**src/rtl/core/mrps_pkg.sv**
```systemverilog
// Shared types, widths, register codes and reset values for the
// mean-reverting path block. No dependencies.
`timescale 1ns / 1ps

package mrps_pkg;

  // Datapath widths
  localparam int PRICE_W = 32;
  localparam int STEP_W  = 20;
  localparam int GAIN_W  = 32;
  localparam int NOISE_W = PRICE_W - 1;
  localparam int FRAC_W  = 16;

  // Growth headroom for price + reversion term +/- noise
  localparam int SUM_W = PRICE_W + 3;

  // Configuration port geometry
  localparam int CFG_DATA_W   = (PRICE_W > 32) ? 64 : 32;
  localparam int CFG_ADDR_LSB = (CFG_DATA_W == 64) ? 3 : 2;
  localparam int CFG_IDX_W    = 3;
  localparam int CFG_ADDR_W   = CFG_ADDR_LSB + CFG_IDX_W;

  typedef logic signed [PRICE_W-1:0] price_t;
  typedef logic        [STEP_W-1:0]  step_t;
  typedef logic        [GAIN_W-1:0]  gain_t;
  typedef logic        [NOISE_W-1:0] noise_t;

  // Register map, in address order
  typedef enum logic [CFG_IDX_W-1:0] {
    REG_GAIN,
    REG_MEAN,
    REG_NOISE,
    REG_START,
    REG_UPPER,
    REG_LOWER,
    REG_LENGTH
  } reg_idx_t;

  // Saturation limits
  localparam price_t PRICE_MAX = price_t'({1'b0, {(PRICE_W-1){1'b1}}});
  localparam price_t PRICE_MIN = price_t'(~PRICE_MAX);

  // Register reset values (prices in fixed point, FRAC_W fraction bits)
  localparam gain_t  GAIN_RST   = gain_t'(429497);
  localparam price_t MEAN_RST   = price_t'(100 << FRAC_W);
  localparam noise_t NOISE_RST  = noise_t'(6554);
  localparam price_t START_RST  = price_t'(100 << FRAC_W);
  localparam price_t UPPER_RST  = price_t'(110 << FRAC_W);
  localparam price_t LOWER_RST  = price_t'(90 << FRAC_W);
  localparam step_t  LENGTH_RST = step_t'(1000000);

  // Current register contents
  typedef struct packed {
    gain_t  gain;
    price_t mean;
    noise_t noise;
    price_t start;
    price_t upper;
    price_t lower;
    step_t  length;
  } cfg_t;

  // Price stage to statistics stage
  typedef struct packed {
    price_t price;
    step_t  step;
    logic   path_begin;
    logic   done;
  } step_res_t;

  // Statistics stage result
  typedef struct packed {
    price_t price;
    step_t  step;
    price_t max_price;
    step_t  max_step;
    price_t min_price;
    step_t  min_step;
    step_t  crossings;
    logic   done;
  } stats_res_t;

endpackage

```
**src/rtl/core/mrps_stats.sv**
```systemverilog
// Statistics stage: running max/min with earliest index and threshold
// crossing count; its registers are the result register. Depends on mrps_pkg.
`timescale 1ns / 1ps

module mrps_stats (
  input  logic                 clk,
  input  logic                 rst_n,
  input  logic                 load,
  input  mrps_pkg::step_res_t  step_in,
  input  mrps_pkg::cfg_t       cfg,
  output mrps_pkg::stats_res_t res
);

  mrps_pkg::price_t hi_r, hi_nxt, lo_r, lo_nxt, hi_base, lo_base, price_r;
  mrps_pkg::step_t  hi_idx_r, hi_idx_nxt, lo_idx_r, lo_idx_nxt, step_r;
  mrps_pkg::step_t  cross_r, cross_nxt, cross_base;
  logic             armed_r, armed_nxt, armed_base, done_r;

  // Restart the per-path statistics when the step opened a new path
  always_comb begin
    hi_base    = step_in.path_begin ? cfg.start : hi_r;
    lo_base    = step_in.path_begin ? cfg.start : lo_r;
    hi_idx_nxt = step_in.path_begin ? '0 : hi_idx_r;
    lo_idx_nxt = step_in.path_begin ? '0 : lo_idx_r;
    armed_base = step_in.path_begin ? 1'b0 : armed_r;
    cross_base = step_in.path_begin ? '0 : cross_r;

    // Strict improvement keeps the earliest index
    hi_nxt = hi_base;
    lo_nxt = lo_base;
    if (step_in.price > hi_base) begin
      hi_nxt     = step_in.price;
      hi_idx_nxt = step_in.step;
    end
    if (step_in.price < lo_base) begin
      lo_nxt     = step_in.price;
      lo_idx_nxt = step_in.step;
    end

    // Arm at the upper level; count and disarm at the lower level
    armed_nxt = armed_base;
    cross_nxt = cross_base;
    priority if (step_in.price >= cfg.upper) begin
      armed_nxt = 1'b1;
    end else if ((step_in.price <= cfg.lower) && armed_base) begin
      armed_nxt = 1'b0;
      if (cross_base != '1) begin
        cross_nxt = cross_base + mrps_pkg::step_t'(1);
      end
    end
  end

  // Statistics state
  always_ff @(posedge clk) begin
    if (!rst_n) begin
      hi_r     <= mrps_pkg::START_RST;
      lo_r     <= mrps_pkg::START_RST;
      hi_idx_r <= '0;
      lo_idx_r <= '0;
      armed_r  <= 1'b0;
      cross_r  <= '0;
    end else if (load) begin
      hi_r     <= hi_nxt;
      lo_r     <= lo_nxt;
      hi_idx_r <= hi_idx_nxt;
      lo_idx_r <= lo_idx_nxt;
      armed_r  <= armed_nxt;
      cross_r  <= cross_nxt;
    end
  end

  // Pass-through payload
  always_ff @(posedge clk) begin
    if (load) begin
      price_r <= step_in.price;
      step_r  <= step_in.step;
      done_r  <= step_in.done;
    end
  end

  assign res.price     = price_r;
  assign res.step      = step_r;
  assign res.max_price = hi_r;
  assign res.max_step  = hi_idx_r;
  assign res.min_price = lo_r;
  assign res.min_step  = lo_idx_r;
  assign res.crossings = cross_r;
  assign res.done      = done_r;

endmodule

```
**config.mk**
```make
export PLATFORM = sky130hd
export DESIGN_NAME = mrps_stats
export DESIGN_NICKNAME = d
export VERILOG_FILES = /design/src/rtl/core/mrps_pkg.sv /design/src/rtl/core/mrps_stats.sv
export SDC_FILE = /design/constraint.sdc
export NUM_CORES = 1
export LEC_CHECK = 0
export BUFFER_PORTS_ARGS = -buffer_cell sky130_fd_sc_hd__buf_2
export CAP_MARGIN = 25
export CORE_ASPECT_RATIO = 0.7
export CORE_MARGIN = 3
export CORE_UTILIZATION = 43
export DETAILED_ROUTE_END_ITERATION = 10
export GPL_TIMING_DRIVEN = 0
export PLACE_DENSITY = 0.71
export SLEW_MARGIN = 15
export SYNTH_ARGS = -nofsm -noshare
export SYNTH_HDL_FRONTEND = slang
export SYNTH_SLANG_ARGS = --single-unit
```
**constraint.sdc**
```tcl
create_clock -name clk -period 4.49 [get_ports clk]
set_clock_uncertainty 0.2 [all_clocks]
set_input_delay 0 -clock clk [delete_from_list [all_inputs] [get_ports clk]]
set_output_delay 0 -clock clk [all_outputs]
set_load 0.02 [all_outputs]
```
* Word level (Yosys, flattened, before mapping)
Cells that the tools add are included.
Storage, ports and cells: register bits after elaboration 178, latch bits 0, memory bits (writable) 0, memory bits (read-only) 0, output and inout port bits 177, memories kept 0
Cells by class: $add $sub $neg 1, $mul 0, divide/modulo/power cells 0, order comparisons 4, eq/ne operators 1, shift operators 0, mux-type cells 14, bitwise gates (word level) 0, reduce and logical (&&, ||, !) cells 5
Operators by type and width (number):
- 20-bit two-way mux | 7
- 32-bit two-way mux | 4
- 32-bit greater-or-equal comparator | 1
- 32-bit > comparator | 1
- 32-bit <= comparator | 1
- 32-bit less-than comparator | 1
- 20-bit by 1-bit adder with 20-bit output (second input constant) | 1
- 20-bit inequality test (second input constant) | 1
- 2-bit AND reduction | 2
- 2-bit nonzero test | 2
- 1-bit two-way mux | 3
- 1-bit logical AND | 1

* Logic depth before layout (Yosys ltp)
depth after elaboration 5, mapped depth 17, depth with buffers taken out 10

* Least setup slack after synthesis
No wires, ideal clock.
kind input-to-reg, start input step_in[1] (netlist name), end register lo_r[10], setup time 0.119 ns, arrival time 4.293 ns, path slack -0.122 ns, stages 16, path buffers 6, cell sequence buf_1 clkbuf_1 clkbuf_1 buf_1 mux2i_1 ha_1 nand4_1 or2_1 or4_4 a2111oi_2 nor4b_2 mux2_4 buf_6 buf_6 mux2_4 o221a_1
On the way: longest elaborated chain between the ends 3
Ends and longest elaborated chain:
- start, declared | line mrps_stats.sv:9 | input mrps_pkg::step_res_t step_in,
- 32-bit two-way mux * | line mrps_stats.sv:22 | lo_base = step_in.path_begin ? cfg.start : lo_r;
- 32-bit less-than comparator | line mrps_stats.sv:35 | if (step_in.price < lo_base) begin
- 32-bit two-way mux * | line mrps_stats.sv:35
- end signal, assigned | line mrps_stats.sv:57 | lo_r <= mrps_pkg::START_RST;
- end signal, assigned | line mrps_stats.sv:64 | lo_r <= lo_nxt;
- end, declared | line mrps_stats.sv:14 | mrps_pkg::price_t hi_r, hi_nxt, lo_r, lo_nxt, hi_base, lo_base, price_r;
Mark *: on every way between the ends. The rest lies on a longest branch, timed or not. A chain may end at the register's enable or synchronous reset.

* Final worst setup path
start input step_in[1] (netlist name), end register hi_idx_r[9]
On the way: longest elaborated chain between the ends 4, elaborated cells on any way between the ends 5, those cells by class order compare: 1; mux: 2; reduce/logical: 2
Ends and longest elaborated chain:
- 32-bit two-way mux | line mrps_stats.sv:21 | hi_base = step_in.path_begin ? cfg.start : hi_r;
- 32-bit > comparator | line mrps_stats.sv:31 | if (step_in.price > hi_base) begin
- 2-bit nonzero test (no source line)
- 2-bit AND reduction (no source line)
- end signal, assigned | line mrps_stats.sv:65 | hi_idx_r <= hi_idx_nxt;
- end, declared | line mrps_stats.sv:15 | mrps_pkg::step_t hi_idx_r, hi_idx_nxt, lo_idx_r, lo_idx_nxt, step_r;
Parallel ways exist; a longest one is shown, timed or not.

==> results by group <==
Worst setup path
  • Worst reg-to-reg path cell count: 13
  • Class of the most critical setup path: in2reg
  • Worst setup slack for register-to-register paths: 0.43 ns
  • Startpoint types: primary input
  • Arrival time at the worst endpoint: 4.57 ns
  • Critical path peak fanout: 21
  • Data required time at the worst endpoint: 4.66 ns
  • Endpoint class of the critical path: flip-flop
  • Reg2reg start: lo_r[31]$_SDFFE_PN0P_
  • Capturing point of the worst reg2reg path: lo_r[26]$_SDFFE_PN0P_

Synthesis
  • Simple-gate share of the synthesized area: 16.92%
  • Post-Synthesis Cells: 1211
  • Number of synthesized flops with an enable pin: 53
  • Async S/R FF share, synth: 0%
  • Seq/Total Area, Yosys: 35.12%
  • Fraction of the mapped netlist area in adder cells: 13.74%
  • FF+latch count, synth: 178
  • Post-synthesis area per instance: 9.626 um2
  • Parity-gate share of the synthesized area counting xor and xnor cells: 0%
  • Total standard cell area after synthesis: 0.01166 mm2
  • Syn nets: 1607
  • Count of yosys warnings during synthesis: 0
  • Main combinational cell family by area after synthesis: compound AO/OA/AOI/OAI gates
  • Leading register cell type out of synthesis: dfxtp_1
  • Portion of netlist area occupied by mux cells: 10.63%
  • Share of the synthesized area in compound gates (AO/OA/AOI/OAI): 17.96%
  • Unique masters post-synth: 60

STA
  • Relative slew slack: 26.51%
  • Fin Setup TNS: 0 ns
  • Setup violators final: 0
  • Worst-case hold slack: -0.002323 ns
  • Top achievable clock speed: 227.5 MHz
  • Crit share post-route: 97.90%
  • Minimum clock period after layout: 4.396 ns
  • Number of hold violations in the final report: 1
  • Max Slew Vio Count: 0
  • Setup repair after global routing missed its margin: no
  • Measured slew at the worst slew-check pin: 1.092 ns
  • Setup WS post-layout: 0.09419 ns

Power and ir drop
  • Overall power after layout: 0.005054 W
  • Static leakage: 6.941 nW
  • Fraction of power spent switching nets: 35.55%
  • Maximum resistive drop on vdd: 289.2 uV
  • Sequential share of power: 37.1%
  • Clock network power share: 32.2%
  • Total net switching power: 0.001797 W
  • Pwr/cell area: 331.3 mW/mm2
  • Combinational Power Share: 30.7%
  • Cell internal pwr: 0.003257 W

Finish
  • Fraction of final layout cells sized beyond drive strength 1: 25.74%
  • Util after Layout: 58.28%
  • Area overhead of the layout relative to synthesis: 30.87%
  • Multi-input gate area in the final layout: 0.006915 mm2
  • Layout net count: 2038
  • Sequential cell area: 0.004094 mm2
  • Fill count: 2317

Drt
  • Via-per-instance ratio: 5.935
  • Number of nets still failing antenna checks after routing: 0
  • DRC viols: 0
  • Number of DRC markers in iteration 0: 1170
  • Detailed-routing iteration count for the pre-antenna-repair pass: 5
  • Final wirelength: 44720 um
  • Via count: 11950
  • WL per Instance: 22.21 um

Die
  • Number of placed I/O pins: 445
  • Area inside the core boundary: 0.02618 mm2
  • Starting density of the core: 44.53%
  • Row Count: 49
  • Die area: 0.02915 mm2
  • Chip width: 202.8 um
  • Die Y: 143.8 um

Min path
  • Hold wc startpoint: load
  • Hold path cells: 1
  • Worst Hold End: price_r[3]$_DFFE_PP_
  • Type of the worst min-delay path: in2reg

Clock network
  • Max Root-Sink Buffers: 2
  • CTS tree: done
  • H-tree depth: 4
  • Number of sinks driven by the clock tree: 178
  • Number of buffers created by CTS: 17
  • Postcts setup bufs: 0
  • Root cell of the clock tree: clkbuf_16
  • Worst-path clk slew: 0.08 ns
  • Insertion delay of the later-clocked pin in the worst-skew pair: 0.45 ns

Place
  • HPWL Detailed: 33620 um
  • Pre-CTS setup slack: -1.994 ns
  • Count of port buffers added during placement: 329
  • Final estimated routing congestion in global placement: 0.9241

GRT
  • GR Overflow Total: 0
  • Number of global-route vias before repair: 11530
  • Overall global routing resource usage: 29.57%
  • Antenna violations before repair: 2
  • Wire length of the first global-routing pass: 67180 um
  • Largest net degree at the start of global routing: 58

Outcome
  • Status: finished with violations
  • Failing checks: hold timing

Job
  • Reported max-cap violation count: 0
-- how the worst max path moves through the flow --
stage | start | to
floorplan | step_in[1] | hi_idx_r[10]$_SDFFE_PN0P_
global placement | step_in[1] | hi_idx_r[17]$_SDFFE_PN0P_
detailed placement | step_in[1] | hi_idx_r[9]$_SDFFE_PN0P_
CTS | step_in[1] | hi_idx_r[9]$_SDFFE_PN0P_
global route | step_in[1] | lo_idx_r[3]$_SDFFE_PN0P_
finish | step_in[1] | hi_idx_r[9]$_SDFFE_PN0P_
-- cell families after synthesis --
family,count (synthesis)
buffers and inverters,164
AOI/OAI and AO/OA,271
DFF,178
muxes,111
and+or+nand+nor,359
adders and majority gates,128
-- what timing repair did --
| action | 4_1_cts | 5_1_grt |
|---|---|---|
| endpoints found under the hold margin | 163 | 0 |
| resized for setup | 8 | 14 |
| endpoints found under the setup margin | 104 | 44 |
| hold buffers | 86 | 0 |
-- cells in the mapped netlist, types with 2 or more instances --
cell type | count | area [um2]
ha_1 | 128 | 1602
dfxtp_1 | 125 | 2502
nand2_1 | 110 | 412.9
mux2i_1 | 81 | 810.8
clkbuf_1 | 75 | 281.5
inv_1 | 70 | 262.8
a21oi_1 | 64 | 320.3
edfxtp_1 | 53 | 1592
nand4_1 | 52 | 325.3
nand3_1 | 41 | 205.2
or4_1 | 37 | 277.8
nand2b_1 | 32 | 200.2
o2111a_1 | 29 | 326.6
a211o_1 | 28 | 245.2
o211ai_1 | 28 | 210.2
mux2_4 | 24 | 360.4
a31oi_1 | 23 | 143.9
o221a_1 | 23 | 259.0
nor2_1 | 21 | 78.83
nand3b_1 | 20 | 150.1
a21o_1 | 19 | 142.6
o21ai_0 | 18 | 90.09
nor4_1 | 13 | 81.33
buf_1 | 9 | 33.78
o2111ai_1 | 7 | 61.31
mux2_2 | 6 | 67.56
o221a_2 | 6 | 67.56
a211oi_1 | 5 | 37.54
and4_1 | 5 | 43.79
nor2b_1 | 5 | 31.28
a221o_1 | 4 | 40.04
and3_1 | 4 | 25.02
buf_6 | 4 | 45.04
or3_1 | 4 | 25.02
a2111oi_0 | 3 | 26.28
buf_4 | 3 | 22.52
nor3_1 | 3 | 15.01
a221oi_1 | 2 | 17.52
and2_1 | 2 | 12.51
clkinv_1 | 2 | 7.510
nor3b_1 | 2 | 15.01
o21a_1 | 2 | 15.01
o31ai_1 | 2 | 15.01
-- placed cells by master, fill, tap and decap left out, types with 52 or more instances in the layout --
cell	n
dfxtp_1	125
nand2_1	110
inv_1	70
clkbuf_1	65
edfxtp_1	53
mux2i_1	81
ha_1	128
dlygate4sd3_1	86
buf_2	331
nand4_1	52
a21oi_1	63
-- routing by layer --
layer	vias up	wire [um]	track usage, %
li1	5515	-	-
met1	5758	19680	41.30
met2	625	19790	47.00
met3	47	4463	6.384
met4	2	767	7.140
met5	-	15	0
-- state kept, by name, indices dropped and copies added, names as in the netlist, 20 cells and up --
register and flops:
hi_r 32, lo_r 32, price_r 32, cross_r 20, hi_idx_r 20, lo_idx_r 20
step_r 20
-- metrics by stage --
step,cell area (um2),std cells
2_1_floorplan,11660,1211
3_3_place_gp,13750,1897
3_5_place_dp,13760,1897
4_1_cts,15250,2013
5_1_grt,15260,2013
6_report,15260,2013
-- final cells by class --
| class | count | share of cell area (%) |
|---|---|---|
| diodes | 1 | 0.01640 |
| plain buffers | 89 | 2.600 |
| clock buffers | 18 | 2.813 |
| clock inverters | 14 | 1.238 |
| inverters | 72 | 1.772 |
| multi-input cells | 869 | 45.33 |
| flip-flops and latches | 178 | 26.84 |
| well taps | 357 | 2.928 |
| repair buffers | 415 | 16.47 |
-- critical path, cell delays in order --
cell and delay (ns):
buf_4 0.31, clkbuf_2 0.36, buf_2 0.41, mux2i_1 0.24, ha_1 0.26, a21o_1 0.19
a221o_1 0.35, a221o_1 0.39, o21ai_0 0.44, and4_1 0.58, clkbuf_2 0.35, clkbuf_2 0.31
o211ai_1 0.12, a31oi_1 0.21
-- power groups by stage --
stage,Clock (W),Combinational [W],Sequential (W)
3_5_place_dp,0,0.00146,0.00191
6_report,0.00163,0.00155,0.00188
3_3_place_gp,0,0.00142,0.00190
5_1_grt,0.00169,0.00167,0.00189
4_1_cts,0.00164,0.00153,0.00187
2_1_floorplan,0,0.000745,0.00207
Power figures use the tool's default switching activity.
